<file path="src/rtl/core/php_pkg.sv">
// Shared types and constants of the private-stream PES header parser.
package php_pkg;

    // Field widths of one input byte and one result.
    localparam int unsigned DATA_W    = 8;
    localparam int unsigned STATUS_W  = 2;
    localparam int unsigned TS_W      = 33;
    localparam int unsigned OFFSET_W  = 9;
    localparam int unsigned DHL_W     = 4;

    // Packed stream widths, data padded to whole bytes.
    localparam int unsigned S_TDATA_W = 8;
    localparam int unsigned S_TUSER_W = 1;
    localparam int unsigned M_FIELD_W = TS_W + 2 * OFFSET_W;
    localparam int unsigned M_TDATA_W = ((M_FIELD_W + 7) / 8) * 8;
    localparam int unsigned M_TUSER_W = STATUS_W + 1;

    // Result status codes.
    localparam logic [STATUS_W-1:0] ST_OK        = 2'd0;
    localparam logic [STATUS_W-1:0] ST_BAD_START = 2'd1;
    localparam logic [STATUS_W-1:0] ST_BAD_ID    = 2'd2;

    // Start code and stream id values.
    localparam logic [DATA_W-1:0] START_ZERO = 8'h00;
    localparam logic [DATA_W-1:0] START_ONE  = 8'h01;
    localparam logic [DATA_W-1:0] SID_BD     = 8'hBD;
    localparam logic [DATA_W-1:0] SID_BF     = 8'hBF;

    // Header byte positions within the packet.
    localparam logic [OFFSET_W-1:0] POS_SID      = 9'd3;
    localparam logic [OFFSET_W-1:0] POS_BF_DATA  = 9'd6;
    localparam logic [OFFSET_W-1:0] POS_FLAGS    = 9'd7;
    localparam logic [OFFSET_W-1:0] POS_HDL      = 9'd8;
    localparam logic [OFFSET_W-1:0] POS_BD_DATA  = 9'd9;
    localparam logic [OFFSET_W-1:0] POS_PTS_LAST = 9'd13;

    // One parse result.
    typedef struct packed {
        logic [OFFSET_W-1:0] data_offset;
        logic [OFFSET_W-1:0] payload_offset;
        logic [TS_W-1:0]     timestamp;
        logic                is_stream_bf;
        logic [STATUS_W-1:0] status;
    } t_php_result;

endpackage

</file>
<file path="src/rtl/core/php_core.sv">
// Header parse state and the per-byte decision logic.
module php_core (
    input  logic                       i_clk,
    input  logic                       i_rst_n,
    input  logic                       i_go,
    input  logic [php_pkg::DATA_W-1:0] i_byte,
    input  logic                       i_first,
    output logic                       o_res_valid,
    output php_pkg::t_php_result       o_res
);
    import php_pkg::*;

    logic [OFFSET_W-1:0] r_idx, n_idx, e_idx;
    logic                r_done, n_done, e_done;
    logic                r_bf, n_bf;
    logic                r_pts, n_pts;
    logic [DATA_W-1:0]   r_hdl, n_hdl;
    logic [TS_W-1:0]     r_ptsv, n_ptsv;
    logic [DHL_W-1:0]    r_dhl, n_dhl;

    logic [OFFSET_W-1:0] payload;
    logic [OFFSET_W-1:0] pl2;
    logic [OFFSET_W-1:0] dend;
    logic [OFFSET_W-1:0] fin;

    // Decide on one byte; a first byte restarts from a clean state.
    always_comb begin
        e_idx       = i_first ? '0 : r_idx;
        e_done      = i_first ? 1'b0 : r_done;
        n_idx       = e_idx;
        n_done      = e_done;
        n_bf        = i_first ? 1'b0 : r_bf;
        n_pts       = i_first ? 1'b0 : r_pts;
        n_hdl       = i_first ? '0 : r_hdl;
        n_ptsv      = i_first ? '0 : r_ptsv;
        n_dhl       = i_first ? '0 : r_dhl;
        payload     = '0;
        pl2         = '0;
        dend        = '0;
        fin         = '0;
        o_res_valid = 1'b0;
        o_res       = '0;
        if (i_go && !e_done) begin
            if ((e_idx <= 9'd1 && i_byte != START_ZERO) ||
                (e_idx == 9'd2 && i_byte != START_ONE)) begin
                o_res_valid  = 1'b1;
                o_res.status = ST_BAD_START;
                n_done       = 1'b1;
            end else if (e_idx == POS_SID && i_byte != SID_BF && i_byte != SID_BD) begin
                o_res_valid  = 1'b1;
                o_res.status = ST_BAD_ID;
                n_done       = 1'b1;
            end else begin
                if (e_idx == POS_SID && i_byte == SID_BF) begin
                    n_bf = 1'b1;
                end
                // Optional header fields of stream 0xBD.
                if (!n_bf) begin
                    if (e_idx == POS_FLAGS) begin
                        n_pts = (i_byte[7:6] == 2'b10);
                    end
                    if (e_idx == POS_HDL) begin
                        n_hdl = i_byte;
                    end
                    if (n_pts) begin
                        case (e_idx)
                            9'd9:  n_ptsv[32:30] = i_byte[3:1];
                            9'd10: n_ptsv[29:22] = i_byte;
                            9'd11: n_ptsv[21:15] = i_byte[7:1];
                            9'd12: n_ptsv[14:7]  = i_byte;
                            9'd13: n_ptsv[6:0]   = i_byte[7:1];
                            default: ;
                        endcase
                    end
                end
                // Payload, data header length and the closing byte.
                if ((n_bf && e_idx >= POS_BF_DATA) || (!n_bf && e_idx >= POS_BD_DATA)) begin
                    payload = n_bf ? POS_BF_DATA : POS_BD_DATA + {1'b0, n_hdl};
                    pl2     = payload + 9'd2;
                    if (e_idx == pl2) begin
                        n_dhl = i_byte[DHL_W-1:0];
                    end
                    dend = pl2 + {5'b0, n_dhl};
                    fin  = (n_pts && dend < POS_PTS_LAST) ? POS_PTS_LAST : dend;
                    if (e_idx >= pl2 && e_idx == fin) begin
                        o_res_valid          = 1'b1;
                        o_res.status         = ST_OK;
                        o_res.is_stream_bf   = n_bf;
                        o_res.timestamp      = n_pts ? n_ptsv : '0;
                        o_res.payload_offset = payload;
                        o_res.data_offset    = dend + 9'd1;
                        n_done               = 1'b1;
                    end
                end
                if (!o_res_valid) begin
                    n_idx = e_idx + 9'd1;
                end
            end
        end
    end

    // State registers load only when a byte is processed.
    always_ff @(posedge i_clk) begin
        if (!i_rst_n) begin
            r_idx  <= '0;
            r_done <= 1'b1;
            r_bf   <= 1'b0;
            r_pts  <= 1'b0;
            r_hdl  <= '0;
            r_ptsv <= '0;
            r_dhl  <= '0;
        end else if (i_go) begin
            r_idx  <= n_idx;
            r_done <= n_done;
            r_bf   <= n_bf;
            r_pts  <= n_pts;
            r_hdl  <= n_hdl;
            r_ptsv <= n_ptsv;
            r_dhl  <= n_dhl;
        end
    end

endmodule

</file>
<file path="src/rtl/core/pes_private_header_parser.sv">
// Top level of the private-stream PES header parser with input and result registers.
// A result passes through the input register, then the result register, to the output.
// Throughput: one byte per cycle through the parse step in php_core, unless the output stalls with both registers full.
// A result waiting on the output does not block input until the input register is also full.
// Reset (synchronous, active low) empties both registers and leaves the parser idle
// until a byte marked as first arrives.
module pes_private_header_parser (
    input  logic                          i_clk,
    input  logic                          i_rst_n,
    input  logic                          i_s_tvalid,
    output logic                          o_s_tready,
    input  logic [php_pkg::S_TDATA_W-1:0] i_s_tdata,  // [7:0] data_byte
    input  logic [php_pkg::S_TUSER_W-1:0] i_s_tuser,  // [0] first_byte
    output logic                          o_m_tvalid,
    input  logic                          i_m_tready,
    output logic [php_pkg::M_TDATA_W-1:0] o_m_tdata,  // [32:0] timestamp, [41:33] payload_offset,
                                                      // [50:42] data_offset, [55:51] zero
    output logic [php_pkg::M_TUSER_W-1:0] o_m_tuser   // [1:0] status, [2] is_stream_bf
);
    import php_pkg::*;

    logic              r_in_valid;
    logic [DATA_W-1:0] r_in_byte;
    logic              r_in_first;
    logic              r_out_valid;
    t_php_result       r_out;
    logic              advance;
    logic              res_valid;
    t_php_result       res;

    // The input register moves on whenever the result register can take a result.
    assign advance    = !r_out_valid || i_m_tready;
    assign o_s_tready = !r_in_valid || advance;

    // Input register.
    always_ff @(posedge i_clk) begin
        if (!i_rst_n) begin
            r_in_valid <= 1'b0;
        end else if (o_s_tready) begin
            r_in_valid <= i_s_tvalid;
        end
    end

    always_ff @(posedge i_clk) begin
        if (o_s_tready && i_s_tvalid) begin
            r_in_byte  <= i_s_tdata[DATA_W-1:0];
            r_in_first <= i_s_tuser[0];
        end
    end

    php_core u_core (
        .i_clk       (i_clk),
        .i_rst_n     (i_rst_n),
        .i_go        (r_in_valid && advance),
        .i_byte      (r_in_byte),
        .i_first     (r_in_first),
        .o_res_valid (res_valid),
        .o_res       (res)
    );

    // Result register.
    always_ff @(posedge i_clk) begin
        if (!i_rst_n) begin
            r_out_valid <= 1'b0;
        end else if (advance) begin
            r_out_valid <= res_valid;
        end
    end

    always_ff @(posedge i_clk) begin
        if (advance && res_valid) begin
            r_out <= res;
        end
    end

    assign o_m_tvalid = r_out_valid;
    assign o_m_tdata  = {{(M_TDATA_W - M_FIELD_W){1'b0}},
                         r_out.data_offset, r_out.payload_offset, r_out.timestamp};
    assign o_m_tuser  = {r_out.is_stream_bf, r_out.status};

endmodule

</file>
<file path="config.mk">
export PLATFORM = sky130hd
export DESIGN_NAME = pes_private_header_parser
export DESIGN_NICKNAME = d
export VERILOG_FILES = /design/src/rtl/core/php_pkg.sv /design/src/rtl/core/php_core.sv /design/src/rtl/core/pes_private_header_parser.sv
export SDC_FILE = /design/constraint.sdc
export NUM_CORES = 1
export LEC_CHECK = 0
export ABC_AREA = 1
export BUFFER_PORTS_ARGS = -buffer_cell sky130_fd_sc_hd__buf_2
export CORE_UTILIZATION = 43
export DETAILED_ROUTE_END_ITERATION = 12
export PLACE_DENSITY_LB_ADDON = 0.08
export SETUP_SLACK_MARGIN = 0.15
export SLEW_MARGIN = 10
export SYNTH_ARGS = -nofsm -noshare
export SYNTH_HDL_FRONTEND = slang
export SYNTH_SLANG_ARGS = --single-unit
</file>
<file path="constraint.sdc">
create_clock -name i_clk -period 9.55 [get_ports i_clk]
set_input_delay 2.3875 -clock i_clk [delete_from_list [all_inputs] [get_ports i_clk]]
set_output_delay 2.3875 -clock i_clk [all_outputs]
set_load 0.02 [all_outputs]
</file>
* Word level (Yosys, flattened, before mapping)
Index checks and enable logic that the tools add are counted.
Cells by class: reductions and logical operators 25, add/sub/neg operators 5, bitwise gates (word level) 4, equal/unequal tests 16, multiplexer cells 75, order comparisons 5
Operator list (number):
- $mux W33 | 6
- $mux W8 | 11
- $mux W9 | 7
- $eq A9 B4 Y1 const B | 6
- $mux W4 | 10
- $mux W1 | 36
- $add A9 B1 Y9 const B | 2
- $eq A9 B2 Y1 const B | 2
- $eq A9 B9 Y1 | 2
- $ne A8 B8 Y1 const B | 2
- $mux W7 | 2
- $logic_and A1 B1 Y1 | 13
- $add A4 B8 Y9 const A | 1
- $add A9 B2 Y9 const B | 1
- $add A9 B4 Y9 | 1
- $eq A9 B3 Y1 const B | 1
- $ge A9 B3 Y1 const B | 1
- $ge A9 B4 Y1 const B | 1
- $ge A9 B9 Y1 | 1
- $le A9 B1 Y1 const B | 1
- $lt A9 B4 Y1 const B | 1
- $eq A8 B8 Y1 const B | 1
- $ne A8 B1 Y1 const B | 1
- $reduce_bool A8 Y1 | 1
- other kinds (9) | 19
Storage, ports and cells: input port bits 13, word-level logic and storage cells 147, flip-flop bits (word level) 122, output and inout bits 61

* Longest topological paths before layout
depth in word-level cells 35, mapped depth 53

* By module
A second synthesis with hierarchy kept.
Unflattened totals: cells, all modules 987, area, all modules 7508.5 µm²
Modules (own cells, without submodules):
- php_core | area an instance 5457.7 µm², cells each 901, sequential area each 1141.1 µm², times used 1
- pes_private_header_parser | area an instance 2050.7 µm², cells each 86, sequential area each 1931.9 µm², times used 1

* Worst setup path after synthesis
No wires, ideal clock.
path type register to register, start point register r_in_first, end point register r_out (netlist bit o_m_tdata[0]) (enable), buffers on the path 1, setup time 0.408 ns, data arrival time 6.809 ns, setup slack 2.332 ns, stages on the path, launching flop included 49, cells stage by stage edfxtp_1 -> inv_4 -> nand2_4 -> inv_2 -> nand2_1 -> nor2_2 -> nand3_2 -> nand2_2 -> buf_4 -> nand2_1 -> nand2_1 -> nand2_1 -> a21oi_4 -> inv_1 -> ha_1 -> nand4_1 -> nor2_1 -> nand3_1 -> [... 13 more ...] -> and2_1 -> xor2_1 -> nor2_1 -> o21ai_0 -> nand2_1 -> nor2_1 -> nand2_1 -> nor2_2 -> nand3_4 -> nand3_1 -> nand2_1 -> inv_1 -> nand2_2 -> nor2_4 -> nand2_4 -> nand2_1 -> nand2_1 -> inv_1
On the way: word-level cells in the longest chain between the ends 35, elaborated cells between the ends (all ways) 68, classes of those cells add/sub (3); order compare (5); eq/ne (6); mux (39); reduce/logical (15)
RTL lines:
- start: declaration | line pes_private_header_parser.sv:24 | logic r_in_first;
- start signal: assignment | line pes_private_header_parser.sv:47 | r_in_first <= i_s_tuser[0];
- $mux W9 | line php_core.sv:28 | e_idx = i_first ? '0 : r_idx;
- $eq A9 B2 Y1 | line php_core.sv:49, php_core.sv:54
- $logic_and A1 B1 Y1 | line php_core.sv:54 | if (e_idx == POS_SID && i_byte == SID_BF) begin
- $mux W1 | line php_core.sv:54
- $mux W1 | line php_core.sv:49 | end else if (e_idx == POS_SID && i_byte != SID_BF && i_byte != SID_BD) begin
- $mux W1 | line php_core.sv:44 | if ((e_idx <= 9'd1 && i_byte != START_ZERO) ||
- $mux W1 | line php_core.sv:43 | if (i_go && !e_done) begin
- $mux W8 | line php_core.sv:58 | if (!n_bf) begin
- [... 19 more ...]
- $mux W1 | line php_core.sv:77 | if ((n_bf && e_idx >= POS_BF_DATA) || (!n_bf && e_idx >= POS_BD_DATA)) begin
- $mux W1 | line php_core.sv:49
- $mux W1 | line php_core.sv:44
- $mux W1 | line php_core.sv:43
- $mux W1 | line php_core.sv:49
- $mux W1 | line php_core.sv:44
- $mux W1 (*) | line php_core.sv:43
- $logic_and A1 B1 Y1 (*) | line pes_private_header_parser.sv:71 | if (advance && res_valid) begin
- end signal: assignment | line pes_private_header_parser.sv:72 | r_out <= res;
- end: declaration | line pes_private_header_parser.sv:26 | t_php_result r_out;
Mark *: on every way between the ends. The rest lies on a longest branch, timed or not. The select of a mux whose other input is x is not followed. A chain may end at the register's enable or synchronous reset.

* Worst setup path in the final report
start point register r_in_first, end point register r_out (netlist bit o_m_tdata[3]) (enable)
The elaborated chain is that of the path after synthesis.

==> results.json <==
{
  "tns_ps": 0,
  "firstDrtPassIters": 5,
  "vias": 6881,
  "routed_wirelength_um": 20500,
  "cp.arrival_ps": 8500,
  "place_area_mm2": 0.00790,
  "drt.antenna.violating_nets": 0,
  "cts_made_buffers": 17,
  "grt_pass1_wl_um": 32900,
  "fmax_mhz": 120,
  "r2r-start": "r_in_first$_DFFE_PP_",
  "antenna_cells": 0,
  "r2r-end": "o_m_tdata[3]$_SDFFCE_PP0P_",
  "htree_num_levels": 4,
  "path_class": "reg -> reg",
  "tightestPinTransition_ps": 915,
  "cpMaxStageDelayCell": "edfxtp_1",
  "drcViolationCount": 0,
  "power_leakage_nw": 3.48,
  "drive_gt1_share_pct": 18.1,
  "combPwrFrac_pct": 6.8,
  "syn_area_per_cell_um2": 7.43,
  "die-area_mm2": 0.0178,
  "hpwl_um": 14300,
  "path_buf_inv": 9,
  "routedWlPerCell_um": 15.9,
  "synthAdderAreaFrac_pct": 2.62,
  "netlist_instances": 1002,
  "max_stage_delay_ps": 500,
  "netlist_top_cells_area": "edfxtp_1 (25%), dfxtp_1 (16%), nand2_1 (13%)",
  "synthTopCellsByCount": "nand2_1 (254), inv_1 (100), nor2_1 (88)",
  "synth.mux.area_fraction_pct": 0,
  "io_buffers": 68,
  "synth_compound_area_share_pct": 15.5,
  "maxSlewViolCount": 0,
  "yosysMostFrequentCell": "nand2_1",
  "cpLargestDelayFamily": "simple AND/OR/NAND/NOR gates",
  "yosysTopAreaCellShare_pct": 25.4,
  "switching_share_pct": 24.7,
  "regArea_mm2": 0.00307,
  "clock_sinks": 122,
  "clkLatencyLatePin_ps": 420,
  "core-area_mm2": 0.0168,
  "grt_max_degree": 71,
  "endpoint": "o_m_tdata[3]$_SDFFCE_PP0P_",
  "top_level_ports": 74,
  "crit_start": "r_in_first$_DFFE_PP_",
  "multi_input_area_mm2": 0.00374,
  "vdd_ir_drop_max_uv": 129,
  "grt_pass1_vias": 6172,
  "rsz0062_at_grt": "no",
  "maxSlewHeadroom_pct": 38.5,
  "syn2layout_area_growth_pct": 14.0,
  "grt_overflow": 0,
  "grt_use_total_pct": 23.7,
  "p_per_area_mw_per_mm2": 150,
  "drt_iter0_markers": 622,
  "die-height_um": 134,
  "num-fill-cells": 1650,
  "hold_viol": 0,
  "status": "finished clean",
  "cp_max_fo": 64,
  "via_per_inst": 5.34,
  "synth-simple-area-share_pct": 30.6,
  "ff2ff_path_depth": 49,
  "clockBufferDepth": 2,
  "ys_ff_latch": 122,
  "yosysSeqAreaShare_pct": 41.3,
  "finalNonFillerCells": 1289,
  "path_depth": 49,
  "synth_cell_type_count": 51,
  "period_needed_ps": 8350,
  "nets": 1084,
  "antenna_found_initial": 0,
  "syn_area_mm2": 0.00744,
  "cp_common_cell": "nand2_1",
  "setup_viol": 0,
  "post-route-period-util_pct": 87.4,
  "worstHoldPathType": "reg -> reg",
  "ys_warn_count": 0,
  "whs_ps": 464,
  "synth_top_cell_by_area": "edfxtp_1",
  "p_int_mw": 0.961,
  "synth_top_family_by_area": "simple AND/OR/NAND/NOR gates",
  "die_w_um": 134,
  "async_reset_ff_share_pct": 0,
  "cts_tree": "done",
  "power.switching_mw": 0.315,
  "clock-skew-final_ps": 9.55,
  "gp_congestion": 0.880,
  "seqPwrFrac_pct": 45.3,
  "reg2reg_setup_slack_ps": 1200,
  "root_buffer": "clkbuf_16",
  "core.rowCount": 47,
  "cts.clk_slew.worst_paths_ps": 60,
  "synthXorXnorAreaFrac_pct": 1.06,
  "post-route-cell-area_mm2": 0.00849,
  "endpoint_kind": "register",
  "p_clk_share_pct": 47.9,
  "maxCapViolCount": 0,
  "crit_path_start_kind": "register",
  "initial_core_util_pct": 44.4,
  "cp.required_ps": 9700,
  "synth_edf_count": 63,
  "placedCellCount": 1254,
  "synth_ff_type": "edfxtp_1",
  "utilization_pct": 50.6
}
-- worst min-delay path by stage --
stage,start,endpoint,slack [ps],cells after the start
2_1_floorplan,u_core.r_ptsv[14]$_SDFFE_PN0P_,u_core.r_ptsv[14]$_SDFFE_PN0P_,440,2
3_3_place_gp,u_core.r_dhl[2]$_SDFFE_PN0P_,u_core.r_dhl[2]$_SDFFE_PN0P_,450,2
3_5_place_dp,u_core.r_ptsv[14]$_SDFFE_PN0P_,u_core.r_ptsv[14]$_SDFFE_PN0P_,450,2
4_1_cts,u_core.r_dhl[1]$_SDFFE_PN0P_,u_core.r_dhl[1]$_SDFFE_PN0P_,460,2
5_1_grt,u_core.r_hdl[2]$_SDFFE_PN0P_,u_core.r_hdl[2]$_SDFFE_PN0P_,480,2
6_report,u_core.r_dhl[1]$_SDFFE_PN0P_,u_core.r_dhl[1]$_SDFFE_PN0P_,460,2
-- sequential cells by signal, indices dropped and copies added (netlist names) --
register,flops
u_core.r_bf,1
u_core.r_pts,1
r_in_byte,8
r_in_first,1
u_core.r_dhl,4
u_core.r_done,1
o_m_tvalid,1
r_in_valid,1
u_core.r_ptsv,33
u_core.r_hdl,8
o_m_tuser,3
u_core.r_idx,9
o_m_tdata,51
-- routing by layer --
| metal | vias up | wire length [um] | global-route usage (%) |
|---|---|---|---|
| met4 | 0 | 303 | 7.45 |
| met2 | 204 | 9360 | 37.0 |
| met1 | 3196 | 9770 | 33.5 |
| met3 | 26 | 1080 | 4.00 |
| met5 | - | 0 | 0 |
| li1 | 3455 | - | - |
-- power by group through the flow --
stage	registers [mW]	logic, mW	clock network [mW]
CTS	0.578	0.0851	0.621
finish	0.578	0.0868	0.611
detailed placement	0.589	0.0848	0
global placement	0.589	0.0848	0
global route	0.579	0.0946	0.644
floorplan	0.595	0.0504	0
-- placed cells by master, fill, tap and decap left out, drive strengths merged, types with 21 or more instances in the layout --
cell type / instances
nand2: 271
nand4: 25
buf: 77
o21ai: 65
edfxtp: 63
clkbuf: 21
nor2: 131
nand3: 55
a21oi: 87
inv: 108
dfxtp: 59
-- layout make-up --
class,instances,area share [%]
multi-input combinational,727,44.0
sequential,122,36.2
clock buffer,21,5.44
inverter,111,4.98
timing repair buffer,77,4.95
tap,220,3.24
clock inverter,11,1.14
-- stage by stage --
step	setup WS, ps	total power [mW]
floorplan	2330	0.645
global placement	1090	0.674
detailed placement	845	0.674
CTS	823	1.28
global route	327	1.32
finish	1200	1.28
-- worst reg2reg max path, delay by kind of cell, from the launching register on --
family / cells / cell delay [ps]
xor+xnor: 2 / 440
flops: 1 / 500
compound gates: 6 / 1130
simple gates: 29 / 3260
fa+ha+maj: 3 / 830
buf+inv: 9 / 1900
-- repair_timing --
item,CTS,global route
setup endpoints to repair,0,55
hold buffers,0,0
resized for setup,0,3
buffers inserted,0,3
-- kinds of logic (layout without fill, tap and decap cells) --
group	after synthesis	in the layout
xor+xnor	9	9
buf+inv	157	220
simple gates	497	497
fa+ha+maj	15	15
flops	122	122
other cells	1	5
compound gates	201	201
(Power assumes the default switching activity.)
